==> config.mk <==
export PLATFORM = sky130hd
export DESIGN_NAME = cyclic_sequence_run_tokenizer_core_flat
export DESIGN_NICKNAME = d
export VERILOG_FILES = /design/src/sv/cst_pkg.sv /design/src/sv/cst_if.sv /design/src/sv/cst_step.sv /design/src/sv/cst_res_fifo.sv /design/src/sv/cyclic_sequence_run_tokenizer_core.sv /design/src/flat_wrapper.sv
export SDC_FILE = /design/constraint.sdc
export NUM_CORES = 1
export LEC_CHECK = 0
export BUFFER_PORTS_ARGS = -buffer_cell sky130_fd_sc_hd__buf_2
export CAP_MARGIN = 10
export CORE_UTILIZATION = 40
export CTS_CLUSTER_SIZE = 16
export DETAILED_ROUTE_END_ITERATION = 10
export HOLD_SLACK_MARGIN = 0.08
export MAX_ROUTING_LAYER = met4
export SYNTH_ARGS = -nofsm -noshare
export SYNTH_HDL_FRONTEND = slang
export SYNTH_SLANG_ARGS = --single-unit
==> constraint.sdc <==
create_clock -name clk -period 6.6 [get_ports clk]
set_input_delay 1.65 -clock clk [delete_from_list [all_inputs] [get_ports clk]]
set_output_delay 1.65 -clock clk [all_outputs]
set_load 0.005 [all_outputs]
==> src/sv/cst_pkg.sv <==
`timescale 1ns / 1ps
`default_nettype none
// ----------------------------------------------------------------------------
// cst_pkg: shared types and constants of the cyclic sequence run tokenizer
// widths, token kinds, register indexes and the step interface structs
// ----------------------------------------------------------------------------
package cst_pkg;

    localparam int MAX_KEY_LEN = 8;
    localparam int CHAR_W      = 8;
    localparam int KEY_W       = MAX_KEY_LEN * CHAR_W;
    localparam int KEY_LEN_W   = 4;
    localparam int KEY_POS_W   = $clog2(MAX_KEY_LEN);
    localparam int RUN_W       = 16;
    localparam int CFG_IDX_W   = 1;

    localparam logic [RUN_W-1:0] RUN_MAX = {RUN_W{1'b1}};

    // configuration register indexes
    localparam logic [CFG_IDX_W-1:0] CFG_KEY_CHARS  = 1'd0;
    localparam logic [CFG_IDX_W-1:0] CFG_KEY_LENGTH = 1'd1;

    // request types
    localparam logic REQ_CHAR = 1'b0;
    localparam logic REQ_EOI  = 1'b1;

    // dropped characters
    localparam logic [CHAR_W-1:0] CH_SPACE = 8'h20;
    localparam logic [CHAR_W-1:0] CH_TAB   = 8'h09;
    localparam logic [CHAR_W-1:0] CH_CR    = 8'h0D;
    localparam logic [CHAR_W-1:0] CH_LF    = 8'h0A;

    // result queue
    localparam int FIFO_DEPTH = 4;
    localparam int FIFO_PTR_W = $clog2(FIFO_DEPTH);
    localparam int FIFO_CNT_W = $clog2(FIFO_DEPTH + 1);

    typedef enum logic [1:0] {
        KIND_RUN      = 2'd0,
        KIND_BOX_CHAR = 2'd1,
        KIND_BOX_END  = 2'd2
    } token_kind_t;

    typedef struct packed {
        token_kind_t        token_kind;
        logic [RUN_W-1:0]   run_length;
        logic [CHAR_W-1:0]  box_byte;
        logic               last_of_step;
    } result_t;

    typedef struct packed {
        logic [KEY_POS_W-1:0] key_pos;
        logic [RUN_W-1:0]     run_count;
        logic                 box_open;
    } tok_state_t;

    typedef struct packed {
        logic [KEY_W-1:0]     key_chars;
        logic [KEY_LEN_W-1:0] key_length;
    } tok_cfg_t;

    typedef struct packed {
        tok_state_t  state_next;
        result_t     res0;
        result_t     res1;
        logic [1:0]  res_cnt;
    } step_out_t;

endpackage
`default_nettype wire

==> src/sv/cst_if.sv <==
`timescale 1ns / 1ps
`default_nettype none
// ----------------------------------------------------------------------------
// cst_if: request and token channel interfaces
// valid/ready handshake channels carrying the tokenizer payloads
// ----------------------------------------------------------------------------
interface cst_req_if;
    logic                       valid;
    logic                       ready;
    logic                       req_type;
    logic [cst_pkg::CHAR_W-1:0] in_char;

    modport source (output valid, output req_type, output in_char, input ready);
    modport sink   (input valid, input req_type, input in_char, output ready);
endinterface

interface cst_tok_if;
    logic                       valid;
    logic                       ready;
    logic [1:0]                 token_kind;
    logic [cst_pkg::RUN_W-1:0]  run_length;
    logic [cst_pkg::CHAR_W-1:0] box_byte;
    logic                       last_of_step;

    modport source (output valid, output token_kind, output run_length,
                    output box_byte, output last_of_step, input ready);
    modport sink   (input valid, input token_kind, input run_length,
                    input box_byte, input last_of_step, output ready);
endinterface
`default_nettype wire

==> src/sv/cst_step.sv <==
`timescale 1ns / 1ps
`default_nettype none
// ----------------------------------------------------------------------------
// cst_step: per-request decision logic
// next state and up to two tokens for one request
// ----------------------------------------------------------------------------
module cst_step
(
    input  wire cst_pkg::tok_state_t         state,
    input  wire cst_pkg::tok_cfg_t           cfg,
    input  wire logic                        req_type,
    input  wire logic [cst_pkg::CHAR_W-1:0]  in_char,
    output cst_pkg::step_out_t               step
);

    logic [cst_pkg::KEY_LEN_W-1:0] len;
    logic [cst_pkg::KEY_POS_W-1:0] pos;
    logic [cst_pkg::KEY_LEN_W-1:0] pos_inc;
    logic [cst_pkg::CHAR_W-1:0]    key_cur;
    logic [cst_pkg::CHAR_W-1:0]    key_first;
    logic                          emit_a;
    logic                          emit_b;
    cst_pkg::result_t              res_a;
    cst_pkg::result_t              res_b;
    cst_pkg::result_t              res_run;
    cst_pkg::result_t              res_bend;

    always_comb
    begin
        // effective key length clamped to 1..MAX_KEY_LEN
        if (cfg.key_length == '0)
            len = cst_pkg::KEY_LEN_W'(1);
        else if (cfg.key_length > cst_pkg::KEY_LEN_W'(cst_pkg::MAX_KEY_LEN))
            len = cst_pkg::KEY_LEN_W'(cst_pkg::MAX_KEY_LEN);
        else
            len = cfg.key_length;

        // stale position after the key shrank wraps to the start
        pos = ({1'b0, state.key_pos} >= len) ? '0 : state.key_pos;
        pos_inc   = {1'b0, pos} + cst_pkg::KEY_LEN_W'(1);
        key_cur   = cfg.key_chars[{pos, 3'b000} +: cst_pkg::CHAR_W];
        key_first = cfg.key_chars[cst_pkg::CHAR_W-1:0];

        res_run            = '0;
        res_run.token_kind = cst_pkg::KIND_RUN;
        res_run.run_length = state.run_count;
        res_bend            = '0;
        res_bend.token_kind = cst_pkg::KIND_BOX_END;

        emit_a = 1'b0;
        emit_b = 1'b0;
        res_a  = res_run;
        res_b  = res_bend;
        step.state_next = state;

        if (req_type == cst_pkg::REQ_EOI)
        begin
            emit_a = (state.run_count != '0);
            emit_b = state.box_open;
            step.state_next = '0;
        end
        else if (in_char inside {cst_pkg::CH_SPACE, cst_pkg::CH_TAB,
                                 cst_pkg::CH_CR, cst_pkg::CH_LF})
        begin
            // dropped, nothing changes
        end
        else if (in_char == key_cur)
        begin
            // run continues
            emit_b = state.box_open;
            step.state_next.box_open = 1'b0;
            if (state.run_count != cst_pkg::RUN_MAX)
                step.state_next.run_count = state.run_count + cst_pkg::RUN_W'(1);
            step.state_next.key_pos = (pos_inc >= len) ? '0 : pos_inc[cst_pkg::KEY_POS_W-1:0];
        end
        else if (in_char == key_first)
        begin
            // restart of the key closes the old run
            emit_a = (state.run_count != '0);
            emit_b = state.box_open;
            step.state_next.box_open  = 1'b0;
            step.state_next.run_count = cst_pkg::RUN_W'(1);
            step.state_next.key_pos   = (len > cst_pkg::KEY_LEN_W'(1)) ?
                                        cst_pkg::KEY_POS_W'(1) : '0;
        end
        else
        begin
            // box character
            emit_a = (state.run_count != '0);
            emit_b = 1'b1;
            res_b            = '0;
            res_b.token_kind = cst_pkg::KIND_BOX_CHAR;
            res_b.box_byte   = in_char;
            step.state_next.box_open  = 1'b1;
            step.state_next.run_count = '0;
            step.state_next.key_pos   = '0;
        end

        // pack present tokens to the front, mark the final one
        res_a.last_of_step = !emit_b;
        res_b.last_of_step = 1'b1;
        step.res1 = res_b;
        if (emit_a)
            step.res0 = res_a;
        else
            step.res0 = res_b;
        step.res_cnt = {1'b0, emit_a} + {1'b0, emit_b};
    end

endmodule
`default_nettype wire

==> src/sv/cst_res_fifo.sv <==
`timescale 1ns / 1ps
`default_nettype none
// ----------------------------------------------------------------------------
// cst_res_fifo: token queue
// takes up to two tokens per cycle, and while pop is held hands out one per cycle
// ----------------------------------------------------------------------------
module cst_res_fifo
(
    input  wire logic                clk,
    input  wire logic                rst_n,
    input  wire logic [1:0]          push_n,
    input  wire cst_pkg::result_t    push_d0,
    input  wire cst_pkg::result_t    push_d1,
    output logic                     space2,
    output logic                     head_valid,
    output cst_pkg::result_t         head,
    input  wire logic                pop
);

    cst_pkg::result_t                 mem [cst_pkg::FIFO_DEPTH];
    logic [cst_pkg::FIFO_PTR_W-1:0]   wr_ptr_reg;
    logic [cst_pkg::FIFO_PTR_W-1:0]   wr_ptr_next;
    logic [cst_pkg::FIFO_PTR_W-1:0]   rd_ptr_reg;
    logic [cst_pkg::FIFO_PTR_W-1:0]   rd_ptr_next;
    logic [cst_pkg::FIFO_CNT_W-1:0]   cnt_reg;
    logic [cst_pkg::FIFO_CNT_W-1:0]   cnt_next;
    logic                             do_pop;

    assign space2     = (cnt_reg <= cst_pkg::FIFO_CNT_W'(cst_pkg::FIFO_DEPTH - 2));
    assign head_valid = (cnt_reg != '0);
    assign head       = mem[rd_ptr_reg];
    assign do_pop     = pop && head_valid;

    always_comb
    begin
        wr_ptr_next = wr_ptr_reg + cst_pkg::FIFO_PTR_W'(push_n);
        rd_ptr_next = rd_ptr_reg + cst_pkg::FIFO_PTR_W'(do_pop);
        cnt_next    = cnt_reg + cst_pkg::FIFO_CNT_W'(push_n)
                      - cst_pkg::FIFO_CNT_W'(do_pop);
    end

    always_ff @(posedge clk or negedge rst_n)
    begin
        if (!rst_n)
        begin
            wr_ptr_reg <= '0;
            rd_ptr_reg <= '0;
            cnt_reg    <= '0;
        end
        else
        begin
            wr_ptr_reg <= wr_ptr_next;
            rd_ptr_reg <= rd_ptr_next;
            cnt_reg    <= cnt_next;
        end
    end

    always_ff @(posedge clk)
    begin
        if (push_n != 2'd0)
            mem[wr_ptr_reg] <= push_d0;
        if (push_n == 2'd2)
            mem[wr_ptr_reg + cst_pkg::FIFO_PTR_W'(1)] <= push_d1;
    end

    a_cnt_bound: assert property (@(posedge clk) disable iff (!rst_n)
        cnt_reg <= cst_pkg::FIFO_CNT_W'(cst_pkg::FIFO_DEPTH))
        else $error("token queue count beyond depth");

    a_no_overflow: assert property (@(posedge clk) disable iff (!rst_n)
        push_n == 2'd2 |-> space2)
        else $error("two tokens pushed without room");

    a_pop_only: assert property (@(posedge clk) disable iff (!rst_n)
        (do_pop && push_n == 2'd0) |=> cnt_reg == $past(cnt_reg) - cst_pkg::FIFO_CNT_W'(1))
        else $error("token queue count lost a pop");

endmodule
`default_nettype wire

==> src/sv/cyclic_sequence_run_tokenizer_core.sv <==
`timescale 1ns / 1ps
`default_nettype none
// ----------------------------------------------------------------------------
// cyclic_sequence_run_tokenizer_core: key sequence run tokenizer
// splits a character stream into code runs and box text tokens
// ----------------------------------------------------------------------------
// usage
//   req_ch carries one request per handshake: a character (req_type 0) or an
//   end-of-input flush (req_type 1). tok_ch carries the tokens a request
//   causes, zero to two, the final one flagged by last_of_step.
//   cfg_we/cfg_idx/cfg_wdata write key_chars (index 0) and key_length
//   (index 1); write only while no request is in flight.
// timing
//   a request is decided in the cycle it is accepted; its tokens sit in a
//   four-entry queue, registered, before they show on tok_ch. one request per
//   cycle is taken while the queue has room for two tokens, so the rate is
//   one request per cycle unless the token side, one token per cycle, falls
//   behind (requests that cause two tokens back up the queue).
// reset
//   rst_n clears key position, run count, box flag and the queue; the key
//   registers go to all-zero characters and a length of one.
// stall
//   a stalled tok_ch holds its token; req_ch.ready drops once fewer than two
//   queue entries are free.
// ----------------------------------------------------------------------------
module cyclic_sequence_run_tokenizer_core
(
    input  wire logic                              clk,
    input  wire logic                              rst_n,
    cst_req_if.sink                                req_ch,
    cst_tok_if.source                              tok_ch,
    input  wire logic                              cfg_we,
    input  wire logic [cst_pkg::CFG_IDX_W-1:0]     cfg_idx,
    input  wire logic [cst_pkg::KEY_W-1:0]         cfg_wdata
);

    // key configuration
    cst_pkg::tok_cfg_t   cfg_reg;
    // tokenizer state
    cst_pkg::tok_state_t state_reg;
    cst_pkg::step_out_t  step;

    logic                space2;
    logic                req_acc;
    logic [1:0]          push_n;
    logic                head_valid;
    cst_pkg::result_t    head;

    assign req_ch.ready = space2;
    assign req_acc      = req_ch.valid && space2;
    // tokens enter the queue only for an accepted request
    assign push_n       = req_acc ? step.res_cnt : 2'd0;

    always_ff @(posedge clk or negedge rst_n)
    begin
        if (!rst_n)
        begin
            cfg_reg.key_chars  <= '0;
            cfg_reg.key_length <= cst_pkg::KEY_LEN_W'(1);
        end
        else if (cfg_we)
        begin
            case (cfg_idx)
                cst_pkg::CFG_KEY_CHARS:  cfg_reg.key_chars  <= cfg_wdata;
                cst_pkg::CFG_KEY_LENGTH: cfg_reg.key_length <= cfg_wdata[cst_pkg::KEY_LEN_W-1:0];
                default:                 ;
            endcase
        end
    end

    // decision logic for the current request
    cst_step u_step
    (
        .state    (state_reg),
        .cfg      (cfg_reg),
        .req_type (req_ch.req_type),
        .in_char  (req_ch.in_char),
        .step     (step)
    );

    always_ff @(posedge clk or negedge rst_n)
    begin
        if (!rst_n)
            state_reg <= '0;
        else if (req_acc)
            state_reg <= step.state_next;
    end

    // token queue, also the output register
    cst_res_fifo u_fifo
    (
        .clk        (clk),
        .rst_n      (rst_n),
        .push_n     (push_n),
        .push_d0    (step.res0),
        .push_d1    (step.res1),
        .space2     (space2),
        .head_valid (head_valid),
        .head       (head),
        .pop        (tok_ch.ready)
    );

    assign tok_ch.valid        = head_valid;
    assign tok_ch.token_kind   = head.token_kind;
    assign tok_ch.run_length   = head.run_length;
    assign tok_ch.box_byte     = head.box_byte;
    assign tok_ch.last_of_step = head.last_of_step;

    // flush brings the state back to its reset value
    a_flush_clears: assert property (@(posedge clk) disable iff (!rst_n)
        (req_acc && req_ch.req_type == cst_pkg::REQ_EOI) |=> state_reg == '0)
        else $error("flush left tokenizer state");

    // a key position past the start means a run is open
    a_pos_has_run: assert property (@(posedge clk) disable iff (!rst_n)
        state_reg.key_pos != '0 |-> state_reg.run_count != '0)
        else $error("key position without open run");

    // open box text and an open run never coexist
    a_box_no_run: assert property (@(posedge clk) disable iff (!rst_n)
        state_reg.box_open |-> state_reg.run_count == '0)
        else $error("box text open alongside a run");

endmodule
`default_nettype wire

==> src/flat_wrapper.sv <==
// flat-port wrapper written by rule: the top's interface ports become plain ports
module cyclic_sequence_run_tokenizer_core_flat 
  (clk, rst_n, cfg_we, cfg_idx, cfg_wdata, req_ch_valid, req_ch_req_type, req_ch_in_char, req_ch_ready, tok_ch_valid, tok_ch_token_kind, tok_ch_run_length, tok_ch_box_byte, tok_ch_last_of_step, tok_ch_ready);
  cst_req_if req_ch_i ();
  cst_tok_if tok_ch_i ();
  input  wire logic clk;
  input  wire logic rst_n;
  input  wire logic cfg_we;
  input  wire logic [cst_pkg::CFG_IDX_W-1:0] cfg_idx;
  input  wire logic [cst_pkg::KEY_W-1:0] cfg_wdata;
  input wire logic [$bits(req_ch_i.valid)-1:0] req_ch_valid;
  input wire logic [$bits(req_ch_i.req_type)-1:0] req_ch_req_type;
  input wire logic [$bits(req_ch_i.in_char)-1:0] req_ch_in_char;
  output wire logic [$bits(req_ch_i.ready)-1:0] req_ch_ready;
  output wire logic [$bits(tok_ch_i.valid)-1:0] tok_ch_valid;
  output wire logic [$bits(tok_ch_i.token_kind)-1:0] tok_ch_token_kind;
  output wire logic [$bits(tok_ch_i.run_length)-1:0] tok_ch_run_length;
  output wire logic [$bits(tok_ch_i.box_byte)-1:0] tok_ch_box_byte;
  output wire logic [$bits(tok_ch_i.last_of_step)-1:0] tok_ch_last_of_step;
  input wire logic [$bits(tok_ch_i.ready)-1:0] tok_ch_ready;
  assign req_ch_i.valid = req_ch_valid;
  assign req_ch_i.req_type = req_ch_req_type;
  assign req_ch_i.in_char = req_ch_in_char;
  assign req_ch_ready = req_ch_i.ready;
  assign tok_ch_valid = tok_ch_i.valid;
  assign tok_ch_token_kind = tok_ch_i.token_kind;
  assign tok_ch_run_length = tok_ch_i.run_length;
  assign tok_ch_box_byte = tok_ch_i.box_byte;
  assign tok_ch_last_of_step = tok_ch_i.last_of_step;
  assign tok_ch_i.ready = tok_ch_ready;
  cyclic_sequence_run_tokenizer_core u_core (.clk(clk), .rst_n(rst_n), .req_ch(req_ch_i), .tok_ch(tok_ch_i), .cfg_we(cfg_we), .cfg_idx(cfg_idx), .cfg_wdata(cfg_wdata));
endmodule
==> impl_metrics.csv <==
group,metric,value,unit
timing,setup_slack,676,ps
floorplan,start_util,0.407,
clock_tree,hold_buffers,0,
clock_tree,insertion_delay,510,ps
detailed_routing,via_count,6981,
clock_tree,cts_tree,"yes",
detailed_routing,drcViolationCount,6,
power,leakage,4.81,nW
detailed_routing,routed_via_density,5.53,
grt,grt_pass1_vias,6897,
yosys,synthFlopType,"dfrtp_1",
timing,period_needed,5920,ps
yosys,ys_types,74,
yosys,ys_seq_elements,203,
setup_path,cp_slowest_cell,"dfrtp_1",
floorplan,die_width,159,um
clock_tree,ctsResizeCount,0,
yosys,synth_most_common_cell,"dfrtp_1",
placed_design,io_buffers,107,
final_layout,largest_reg_flops,108,
grt,grt_pass1_wl,38500,um
clock_tree,post_cts_buffers,0,
clock_tree,path_clk_slew,60,ps
setup_path,crit_path_max_incr_delay,650,ps
grt,global_route.overflow_total,0,
power,power_density,317,nW/um^2
setup_path,critPathLaunchType,"register",
final_layout,drive_above_1_share,0.309,
timing,setup_violations,0,
min_path,hold_start,"u_core.u_fifo.mem[0][20]",
yosys,synth-edff-count,40,
floorplan,io_pins,108,
setup_path,worstSetupPathType,"register to register",
final_layout,final_util,0.473,
setup_path,required,6980,ps
run_status,violations,"design-rule violations",
grt,grt_max_degree,65,
floorplan,die_area,25300,sq um
clock_tree,htree_levels,1,
clock_tree,cts_buffer_depth,3,
yosys,synth-seq-area-share,0.501,
detailed_routing,dr.pass1.iters,8,
placed_design,place_congestion,0.876,
setup_path,path_buf_inv,1,
setup_path,crit_chain,"ha_1, o21bai_1, nand2_1, nand3_1, a31oi_1, o211a_1, or4_1, nor4_4, a211oi_1, buf_4, nor2_1, nor2_1, ha_1, o21ai_0, or3_1, a21oi_1, and3_1, and2_1",
timing,fin_skew,11.6,ps
yosys,synth_fp_nets,932,
timing,timing.final.crit_share,0.898,
yosys,yosys-top-cells-count,"dfrtp_1, mux2_2, dfxtp_1, a22o_1, clkbuf_1",
yosys,yosysWarningCount,0,
placed_design,hpwl,16000,um
detailed_routing,drt_iter0_markers,484,
timing,grt_setup_unrepaired,"false",
detailed_routing,post_drt_wl_per_cell,18.9,um
timing,setup_tns,0,ps
clock_tree,root_buffer,"clkbuf_16",
flow_run,cap_violations,0,
setup_path,crit_start,"u_core.state_reg[19]",
power,vdd_drop_max,0.215,mV
yosys,async_reset_ff_frac,0.468,
setup_path,setup.worst_path.end_class,"register",
timing,finalHoldViolCount,0,
detailed_routing,drt-total-wl,23800,um
placed_design,dpl.cell_count,1216,
setup_path,crit_fanout,18,
final_layout,seq_area,4940,sq um
floorplan,chipHeight,159,um
timing,relSlewSlack,0.391,
timing,worst_slew_pin_slew,910,ps
yosys,synth_area_leaders,"dfrtp_1, dfxtp_1, edfxtp_1",
clock_tree,cts_sinks,203,
grt,antenna_found_initial,5,
run_status,outcome,"finished, violations left",
yosys,syn_avg_cell_area,11.8,sq um
detailed_routing,drtAntennaViolNets,0,
setup_path,critical_path.top_delay_family,"simple AND/OR/NAND/NOR gates",
placed_design,pre_cts_ws,687,ps
floorplan,core_area,24200,sq um
final_layout,multi_input_area,4560,sq um
final_layout,syn2layout_area_growth,16.4,%
timing,max_freq,0.169,GHz
floorplan,rows,57,
yosys,synth_area_leader_cell,"dfrtp_1",
final_layout,fillCellCount,2266,
yosys,synth_top_area_frac,0.239,
timing,drv_slew,0,
yosys,synthCells,836,
grt,grt_usage,0.196,
min_path,min_path_type,"register to register",
yosys,syn-cell-area,9860,sq um
final_layout,instances_no_fill,1263,
setup_path,r2r_start,"u_core.state_reg[19]",
final_layout,fin_nets,1013,
setup_path,critPathArrivalTime,6300,ps
clock_tree,cts_buffers,23,
report_power, final:
| group | leakage [nW] | total (mW) | switching (mW) | internal, mW |
|---|---|---|---|---|
| clock network | 0.403 | 1.33 | 0.524 | 0.807 |
| registers | 2.08 | 1.49 | 0.0867 | 1.40 |
| logic | 2.33 | 0.818 | 0.445 | 0.374 |
| total | 4.81 | 3.64 | 1.06 | 2.58 |
routing by layer:
layer / part of all wire / global-route usage
met1: 0.47 / 0.274
met2: 0.45 / 0.297
met3: 0.062 / 0.0370
met4: 0.016 / 0.0446
met5: 0 / -
worst register-to-register path: stages (launching register included):
cell	delay [ps]
dfrtp_1	650
ha_1	330
o21bai_1	480
nand2_1	370
nand3_1	190
a31oi_1	130
o211a_1	230
or4_1	570
nor4_4	390
a211oi_1	130
buf_4	190
nor2_1	110
nor2_1	50
ha_1	460
o21ai_0	180
or3_1	640
a21oi_1	260
and3_1	280
and2_1	150
placed cells by master (no fill, tap or decap), types with 6 or more instances in the layout:
cell	Yosys	layout
a22o_1	62	62
buf_2	13	106
and2_1	27	27
clkbuf_16	0	24
edfxtp_1	40	40
and3_1	35	35
nor2_1	30	30
a211oi_1	12	12
nand2_1	41	41
dfxtp_1	68	68
nor2b_1	10	9
ha_1	16	16
a21oi_1	15	15
inv_1	22	22
xor2_1	6	6
o21ai_0	14	14
nand4_1	6	6
nand3_1	23	23
xnor2_1	21	21
nor3_1	11	11
mux2_2	82	82
dfrtp_1	94	94
mux4_2	29	29
mux2i_1	6	6
a31oi_1	7	7
clkinv_2	0	7
buf_4	1	19
logic make-up after synthesis:
family | after synthesis | synth area share
buf+inv | 92 | 0.0371
xor+xnor | 27 | 0.0240
fa+ha+maj | 17 | 0.0223
mux | 117 | 0.166
flops | 203 | 0.501
simple gates | 212 | 0.116
compound gates | 168 | 0.133
metrics by stage:
step	hold slack, ps	power (mW)	cell area, sq um
final	459	3.64	11500
after global routing	490	3.82	11500
after CTS	456	3.68	11500
after detailed placement	441	2.34	10700
after global placement	435	2.33	10700
after floorplan	420	2.07	9860
path summary, 6_finish.rpt:
| check | end | slack, ps | cells after the start |
|---|---|---|---|
| setup / recovery | u_core.u_fifo.mem[3][6] | 680 | 18 |
| hold / removal | u_core.u_fifo.mem[0][20] | 460 | 2 |
| setup reg to reg | u_core.u_fifo.mem[3][6] | 680 | 18 |
| max in group asynchronous | u_core.u_fifo.rd_ptr_reg[0] | 4310 | 2 |
| min in group asynchronous | u_core.cfg_reg[46] | 1080 | 1 |
| hold reg to reg | u_core.u_fifo.mem[0][20] | 460 | 2 |
cell type report:
class	instances	share of cell area
Antenna cell	5	0.00109
Clock buffer	27	0.0551
Clock inverter	15	0.0145
Inverter	23	0.00752
Multi-Input combinational cell	541	0.397
Sequential cell	203	0.431
Tap cell	324	0.0353
Timing Repair Buffer	125	0.0587
Note: power is estimated with default switching activity, not from simulation.
